===== src/hdl/necc_pkg.sv =====
// Package for the NAND erased-page check: field widths, status bit positions,
// verdict codes and the zero-bit counting function. No dependencies.
`default_nettype none

package necc_pkg;

	localparam int STATUS_W   = 8;
	localparam int WORD_W     = 32;
	localparam int COUNT_W    = 6;
	localparam int ZCOUNT_W   = 7;
	localparam int VERDICT_W  = 2;
	localparam int POPCNT_W   = $clog2(WORD_W + 1);

	localparam int STATUS_FAIL_BIT = 7;

	localparam logic [COUNT_W-1:0] ECC_STRENGTH_RESET = 6'd32;

	typedef logic [VERDICT_W-1:0] verdict_t;

	localparam verdict_t VERDICT_CLEAN         = 2'd0;
	localparam verdict_t VERDICT_ERASED        = 2'd1;
	localparam verdict_t VERDICT_UNCORRECTABLE = 2'd2;

	function automatic logic [POPCNT_W-1:0] zeros_in_word(input logic [WORD_W-1:0] w);
		logic [POPCNT_W-1:0] n;
		n = '0;
		for (int i = 0; i < WORD_W; i++) begin
			n = n + {{(POPCNT_W-1){1'b0}}, ~w[i]};
		end
		return n;
	endfunction

endpackage

`default_nettype wire


===== src/hdl/nand_ecc_erased_page_check.sv =====
// NAND erased-page check, top level. Uses necc_pkg for widths, verdict codes
// and the zero-bit counter.
// An input register and a result register bracket the count/compare logic.
//
// Takes one page data word per clock with its ECC status byte; the word marked
// last yields one verdict via the input and result registers; others yield
// nothing. Throughput is one word per clock, set by the combinational zero-bit
// count and accumulate between those registers; the input stalls only while a
// verdict waits in the result register and the staged word is also a last
// word. ecc_strength resets to 32; the user writes it through cfg_wr_en and
// cfg_wr_data only while no page is in flight, which the block does not enforce.
`default_nettype none

module nand_ecc_erased_page_check
	import necc_pkg::*;
(
	input  wire logic                 clk,
	input  wire logic                 arst_n,
	input  wire logic                 cfg_wr_en,
	input  wire logic [COUNT_W-1:0]   cfg_wr_data,
	input  wire logic                 in_valid,
	output logic                      in_stall,
	input  wire logic [STATUS_W-1:0]  status_byte,
	input  wire logic [WORD_W-1:0]    data_word,
	input  wire logic                 last_word,
	output logic                      out_valid,
	input  wire logic                 out_stall,
	output verdict_t                  verdict,
	output logic [COUNT_W-1:0]        corrected_bits,
	output logic [ZCOUNT_W-1:0]       zero_bits
);

	logic [COUNT_W-1:0]  ecc_strength_q;
	logic [ZCOUNT_W-1:0] zero_count_q;

	logic                valid_s1;
	logic [STATUS_W-1:0] status_s1;
	logic [WORD_W-1:0]   word_s1;
	logic                last_s1;

	logic                out_valid_q;
	verdict_t            verdict_q;
	logic [COUNT_W-1:0]  corrected_q;
	logic [ZCOUNT_W-1:0] zero_bits_q;

	logic                advance;
	logic                in_accept;
	logic                failed;
	logic [COUNT_W-1:0]  err_count;
	logic [ZCOUNT_W-1:0] count_ext;
	logic [ZCOUNT_W-1:0] half_ext;
	logic [ZCOUNT_W-1:0] zero_sum;
	logic [ZCOUNT_W-1:0] zero_next;
	logic                bad;

	assign advance   = valid_s1 && (!last_s1 || !out_valid_q || !out_stall);
	assign in_stall  = valid_s1 && !advance;
	assign in_accept = in_valid && !in_stall;

	assign failed    = status_s1[STATUS_FAIL_BIT];
	assign err_count = status_s1[COUNT_W-1:0];
	assign count_ext = {{(ZCOUNT_W-COUNT_W){1'b0}}, err_count};
	assign half_ext  = {{(ZCOUNT_W-COUNT_W+1){1'b0}}, ecc_strength_q[COUNT_W-1:1]};
	assign zero_sum  = zero_count_q + {{(ZCOUNT_W-POPCNT_W){1'b0}}, zeros_in_word(word_s1)};
	// accumulate only on failed words; stop once the sum has passed this word's error count
	assign zero_next = (failed && zero_count_q <= count_ext) ? zero_sum : zero_count_q;
	assign bad       = (zero_next > count_ext) && (zero_next > half_ext);

	always_ff @(posedge clk or negedge arst_n) begin
		if (!arst_n) begin
			ecc_strength_q <= ECC_STRENGTH_RESET;
		end else if (cfg_wr_en) begin
			ecc_strength_q <= cfg_wr_data;
		end
	end

	always_ff @(posedge clk or negedge arst_n) begin
		if (!arst_n) begin
			valid_s1 <= 1'b0;
		end else if (in_accept) begin
			valid_s1 <= 1'b1;
		end else if (advance) begin
			valid_s1 <= 1'b0;
		end
	end

	always_ff @(posedge clk) begin
		if (in_accept) begin
			status_s1 <= status_byte;
			word_s1   <= data_word;
			last_s1   <= last_word;
		end
	end

	always_ff @(posedge clk or negedge arst_n) begin
		if (!arst_n) begin
			zero_count_q <= '0;
		end else if (advance) begin
			zero_count_q <= last_s1 ? '0 : zero_next;
		end
	end

	always_ff @(posedge clk or negedge arst_n) begin
		if (!arst_n) begin
			out_valid_q <= 1'b0;
		end else if (advance && last_s1) begin
			out_valid_q <= 1'b1;
		end else if (!out_stall) begin
			out_valid_q <= 1'b0;
		end
	end

	always_ff @(posedge clk) begin
		if (advance && last_s1) begin
			if (!failed) begin
				verdict_q   <= VERDICT_CLEAN;
				corrected_q <= err_count;
				zero_bits_q <= '0;
			end else begin
				verdict_q   <= bad ? VERDICT_UNCORRECTABLE : VERDICT_ERASED;
				corrected_q <= '0;
				zero_bits_q <= zero_next;
			end
		end
	end

	assign out_valid      = out_valid_q;
	assign verdict        = verdict_q;
	assign corrected_bits = corrected_q;
	assign zero_bits      = zero_bits_q;

	// sum can never pass 63 + 32
	a_zero_count_range: assert property (@(posedge clk) disable iff (!arst_n)
		zero_count_q <= 7'd95)
		else $error("zero count out of range");

	// sum restarts after every last word
	a_clear_after_last: assert property (@(posedge clk) disable iff (!arst_n)
		(advance && last_s1) |=> (zero_count_q == '0))
		else $error("zero count not cleared after last word");

	// a waiting verdict is never overwritten
	a_no_overwrite: assert property (@(posedge clk) disable iff (!arst_n)
		(out_valid_q && out_stall) |-> !(advance && last_s1))
		else $error("verdict overwritten while stalled");

	a_clean_fields: assert property (@(posedge clk) disable iff (!arst_n)
		(out_valid_q && verdict_q == VERDICT_CLEAN) |-> (zero_bits_q == '0))
		else $error("clean verdict carries zero count");

	a_bad_fields: assert property (@(posedge clk) disable iff (!arst_n)
		(out_valid_q && (verdict_q == VERDICT_ERASED || verdict_q == VERDICT_UNCORRECTABLE))
		|-> (corrected_q == '0))
		else $error("failed verdict carries corrected count");

endmodule

`default_nettype wire

===== config.mk =====
export PLATFORM = sky130hd
export DESIGN_NAME = nand_ecc_erased_page_check
export DESIGN_NICKNAME = d
export VERILOG_FILES = /design/src/hdl/necc_pkg.sv /design/src/hdl/nand_ecc_erased_page_check.sv
export SDC_FILE = /design/constraint.sdc
export NUM_CORES = 1
export LEC_CHECK = 0
export BUFFER_PORTS_ARGS = -buffer_cell sky130_fd_sc_hd__buf_2
export CAP_MARGIN = 40
export CORE_UTILIZATION = 55
export DETAILED_ROUTE_END_ITERATION = 10
export HOLD_SLACK_MARGIN = 0.03
export PLACE_DENSITY = 0.79
export SLEW_MARGIN = 10
export SYNTH_ARGS = -nofsm -noshare
export SYNTH_HDL_FRONTEND = slang
export SYNTH_SLANG_ARGS = --single-unit

===== constraint.sdc =====
create_clock -name clk -period 7.87 [get_ports clk]
set_clock_uncertainty 0.15 [all_clocks]
set_input_delay 0.787 -clock clk [delete_from_list [all_inputs] [get_ports clk]]
set_output_delay 0.787 -clock clk [all_outputs]
set_load 0.05 [all_outputs]

After elaboration in Yosys (flattened, before gate mapping)
Cells that the tools add are included.
- register bits: 71
- input bits: 52
- output and inout bits: 17
- logic and storage cells: 99
- add/sub/neg operators: 32
- order comparisons: 3
- equality and inequality tests: 1
- muxes and demuxes: 7
- bitwise operators: 32
- reduce and logical (&&, ||, !) cells: 14
- operators with widths (kind ; count):
    6-bit by 1-bit adder with 6-bit output ; 26
    1-bit NOT ; 32
    7-bit two-way mux ; 2
    7-bit by 6-bit adder with 7-bit output ; 1
    7-bit by 5-bit > comparator with 1-bit output ; 1
    7-bit by 6-bit > comparator with 1-bit output ; 1
    7-bit by 6-bit <= comparator with 1-bit output ; 1
    5-bit by 1-bit adder with 6-bit output ; 1
    1-bit logical AND ; 6
    4-bit by 1-bit adder with 5-bit output ; 1
    1-bit logical NOT ; 5
    3-bit by 1-bit adder with 4-bit output ; 1
    1-bit two-way mux ; 4
    2-bit by 1-bit adder with 3-bit output ; 1
    1-bit by 1-bit adder with 2-bit output ; 1
    1-bit logical OR ; 2
    2-bit two-way mux ; 1
    2-bit by 1-bit inequality test with 1-bit output, second input constant ; 1
    2-bit nonzero test ; 1

Longest topological paths before layout
- depth in word-level cells: 37
- depth in mapped cells: 24
- mapped depth without buffers: 24

Worst setup path after synthesis
No wires, ideal clock.
- path type: register -> register
- start point: register word_s1[16]
- end point: register verdict_q[1] (netlist: verdict[1]), data pin
- data arrival time: 5.786 ns
- required time: 7.447 ns
- slack: 1.662 ns
- cell stages (with the launch flop): 24
- path buffers: 0
- period minus slack after synthesis: 6.208 ns
- cell sequence: edfxtp_1 -> inv_1 -> fa_1 -> inv_1 -> fa_1 -> inv_1 -> fa_1 -> inv_1 -> fa_1 -> fa_1 -> inv_1 -> fa_1 -> fa_1 -> fa_1 -> a21o_1 -> a21oi_1 -> xnor2_1 -> mux2i_1 -> inv_1 -> ha_1 -> a21oi_1 -> o21ai_0 -> a221oi_2 -> o22ai_1
- word-level cells in the longest chain between the ends: 22
- elaborated cells between the ends (all ways): 23
- those cells by class: 17 x add/sub; 2 x order compare; 2 x mux; 1 x bitwise; 1 x reduce/logical
- RTL lines (what ; line ; RTL):
    start, declared ; nand_ecc_erased_page_check.sv:38 ; logic [WORD_W-1:0] word_s1;
    start signal, assigned ; nand_ecc_erased_page_check.sv:90 ; word_s1 <= data_word;
    1-bit NOT * ; necc_pkg.sv:28 ; n = n + {{(POPCNT_W-1){1'b0}}, ~w[i]};
    6-bit by 1-bit adder with 6-bit output * (16 in series) ; necc_pkg.sv:28 ;
    7-bit by 6-bit adder with 7-bit output * ; nand_ecc_erased_page_check.sv:64 ; assign zero_sum = zero_count_q + {{(ZCOUNT_W-POPCNT_W){1'b0}}, zeros_in_word(word_s1)};
    7-bit two-way mux * ; nand_ecc_erased_page_check.sv:66 ; assign zero_next = (failed && zero_count_q <= count_ext) ? zero_sum : zero_count_q;
    net zero_next[4] ; nand_ecc_erased_page_check.sv:53 ; logic [ZCOUNT_W-1:0] zero_next;
    7-bit by 6-bit > comparator with 1-bit output / 7-bit by 5-bit > comparator with 1-bit output (equally long branches) ; nand_ecc_erased_page_check.sv:67 ; assign bad = (zero_next > count_ext) && (zero_next > half_ext);
    1-bit logical AND * ; nand_ecc_erased_page_check.sv:67 ;
    2-bit two-way mux * ; nand_ecc_erased_page_check.sv:120 ; verdict_q <= bad ? VERDICT_UNCORRECTABLE : VERDICT_ERASED;
    end signal, assigned ; nand_ecc_erased_page_check.sv:120 ;
    end, declared ; nand_ecc_erased_page_check.sv:42 ; verdict_t verdict_q;
Mark *: on every way through the listed nets, which the timed path passes. The rest lies on a longest branch.
A chain may end at the register's enable or synchronous reset.

Worst setup path in the final report
- start point: register zero_count_q[0]
- end point: register verdict_q[1] (netlist: verdict[1]), data pin
- word-level cells in the longest chain between the ends: 6
- elaborated cells between the ends (all ways): 8
- those cells by class: 1 x add/sub; 3 x order compare; 2 x mux; 2 x reduce/logical
- RTL lines (what ; line ; RTL):
    start, declared ; nand_ecc_erased_page_check.sv:34 ; logic [ZCOUNT_W-1:0] zero_count_q;
    start signal, assigned ; nand_ecc_erased_page_check.sv:99 ; zero_count_q <= last_s1 ? '0 : zero_next;
    7-bit by 6-bit <= comparator with 1-bit output ; nand_ecc_erased_page_check.sv:66 ;
    1-bit logical AND ; nand_ecc_erased_page_check.sv:66 ;
    7-bit two-way mux * ; nand_ecc_erased_page_check.sv:66 ;
    net zero_next[4] ; nand_ecc_erased_page_check.sv:53 ;
    7-bit by 6-bit > comparator with 1-bit output / 7-bit by 5-bit > comparator with 1-bit output (equally long branches) ; nand_ecc_erased_page_check.sv:67 ;
    1-bit logical AND * ; nand_ecc_erased_page_check.sv:67 ;
    2-bit two-way mux * ; nand_ecc_erased_page_check.sv:120 ;
Marks and branches as above.

==> impl_metrics.ini <==
[status]
status = completed

[place]
numPortBuffers = 66
dp.cells = 451
place_hpwl_um = 5020
gp_routability_congestion = 0.816
pre_cts_ws_ns = 1.11

[setup_path]
r2r_setup_slack_ns = 1.12
crit_arrival_ns = 6.68
critPathRequiredTime_ns = 7.80
rr_startpoint = zero_count_q[0]
end_kind = flop
ff2ff_path_depth = 20
criticalPathCategory = reg2reg
crit_fanout = 3
cp_cell_sequence = inv_1 > fa_1 > fa_1 > fa_1 > fa_1 > fa_1 > inv_1 > fa_1 > fa_1 > fa_1 > a21o_1 > a21oi_1 > xnor2_1 > mux2i_1 > inv_1 > ha_1 > a21oi_1 > o21ai_0 > a221oi_2 > o22ai_1
crit_slowest_cell = fa_1
start_kind = flop
critical_path.reg2reg.endpoint = verdict[1]
max_stage_delay_ns = 0.59
crit_top_cell = fa_1

[clocking]
cts_tree = built
cts_resized = 0
cts_hold_buffers = 0
numCtsBuffers = 9
clock_latency_ns = 0.34
cts.sinks = 69
cts_setup_buffers = 0
cts_max_path_buffers = 2
clkTransAtPathRegs_ns = 0.08
cts_htree_levels = 3
cts-root-buf = clkbuf_8

[synth]
syn_nets = 414
synth_edf_count = 55
ys.flop_type = edfxtp_1
synth_area_um2 = 3840
ys_types = 42
syn_inst = 305
ys_ff_latch = 69
synth-warning-count = 0
postSynthAreaPerCell_um2 = 12.6
synth_top_area_share = 0.430
yosysTopAreaCell = edfxtp_1
ys_seq_area_frac = 0.522
synth_area_leaders = edfxtp_1 (43%), fa_1 (14%), ha_1 (10%), dfrtp_1 (8.5%), inv_1 (6.8%)
async_flop_share = 0.203

[global_routing]
grt_pass1_wl_um = 10700
grt_max_degree = 34
antenna_found_initial = 0
gr-usage-all-layers = 0.195
grt-ovfl-total = 0
grt_pass1_vias = 2362

[die]
die_h_um = 85.5
initial_core_util = 0.568
core_um2 = 6760
pin_count = 69
die_x_um = 85.5
rows = 30
die-area_um2 = 7320

[sta]
tns_ns = 0
hold_viol = 0
setup_ws_ns = 1.12
min_period_ns = 6.75
slew_headroom = 0.659
rsz0062_at_grt = no
whs_ns = 0.189
worstMarginPinSlew_ns = 0.498
finalSetupViolations = 0
fmax_mhz = 148
slew_violations = 0
post-route-period-util = 0.858

[finish]
antenna_cells = 0
area.growth.synth_to_final_pct = 17.8
instances_no_fill = 467
drive_gt1_frac = 0.230
nNetsFinal = 491

[detailed_routing]
antenna_left = 0
drtIter0Drc = 145
wl_um = 6420
drc = 0
drtPass1Iterations = 4
post_drt_wl_per_cell_um = 13.7
vias = 2417
via_per_inst = 5.18

[flow_run]
maxCapViolCount = 0

[worst_hold_path]
min_path_type = in2async
layout by cell type, fill, tap and decap left out, drive strengths merged, types with 4 or more instances in the layout:
cell type,count
dfrtp,13
o21ai,17
buf,68
fa,26
mux2i,5
a21o,4
nand2,16
clkbuf,9
inv,70
ha,31
nor2,18
edfxtp,55
a21oi,11
logic make-up after synthesis:
kind of cell / count (synthesis) / synth area share
AOI/OAI and AO/OA: 47 / 0.0818
xor gates and xnor gates: 3 / 0.00685
adders and majority gates: 57 / 0.237
buffers and inverters: 72 / 0.0724
DFF: 69 / 0.522
muxes: 6 / 0.0160
and+or+nand+nor: 51 / 0.0645
through the flow:
stage               utilization  instance area (um^2)
floorplan                     -                  3840
global placement          0.631                  4260
detailed placement        0.634                  4280
CTS                       0.669                  4520
global route              0.669                  4520
finish                    0.669                  4520
synthesized netlist by cell type (all sizes together), types with 2 or more instances:
library cell  count
nand3             2
and3b             2
inv              70
dfrtp            13
nor2b             2
o211ai            2
o21ai            17
fa               26
nand2            16
a21o              4
a21oi            11
mux2i             5
o211a             2
a211oi            2
xnor2             2
nand4             3
ha               31
o2111ai           2
nor2             18
edfxtp           55
or4b              2
flip-flops by register name, indices dropped and copies added (netlist names):
signal          cells
ecc_strength_q      5
last_s1             1
verdict             2
corrected_bits      6
zero_bits           7
zero_count_q        7
out_valid           1
status_s1           7
valid_s1            1
word_s1            32
critical path, delay by kind of cell, from the launching register on:
| kind | cells | cell delay, ns |
|---|---|---|
| flip-flops | 1 | 0.39 |
| XOR/XNOR | 1 | 0.09 |
| AO/OA/AOI/OAI | 6 | 1.05 |
| adder cells (fa/ha/maj) | 9 | 4.21 |
| multiplexers | 1 | 0.29 |
| buffers and inverters | 3 | 0.29 |
cell type report:
class | count | area, um^2
clock buffers | 9 | 124
clock inverters | 7 | 114
fillers | 488 | 2240
inverters | 70 | 263
multi-input cells | 164 | 1560
flip-flops and latches | 69 | 2000
well taps | 80 | 100
repair buffers | 68 | 358
worst max path at each step:
stage / to / from / cells past startpoint / slack (ns)
floorplan: verdict[1] / word_s1[16] / 23 / 1.66
global placement: verdict[1] / zero_count_q[0] / 20 / 1.22
detailed placement: verdict[1] / zero_count_q[0] / 20 / 1.11
CTS: verdict[1] / zero_count_q[0] / 20 / 1.11
global route: verdict[1] / zero_count_q[0] / 20 / 0.80
finish: verdict[1] / zero_count_q[0] / 20 / 1.12
routing by layer:
metal / share of wire / track usage / routed length, um / up-vias
li1: - / - / - / 1190
met1: 0.45 / 0.270 / 2860 / 1139
met2: 0.49 / 0.298 / 3120 / 74
met3: 0.047 / 0.0404 / 300 / 14
met4: 0.020 / 0.0955 / 131 / 0
met5: 0 / 0 / 0 / -
Power is left out: the tool's default activity adds up to more than one toggle a clock period on the data nets, which glitch-free logic cannot reach.
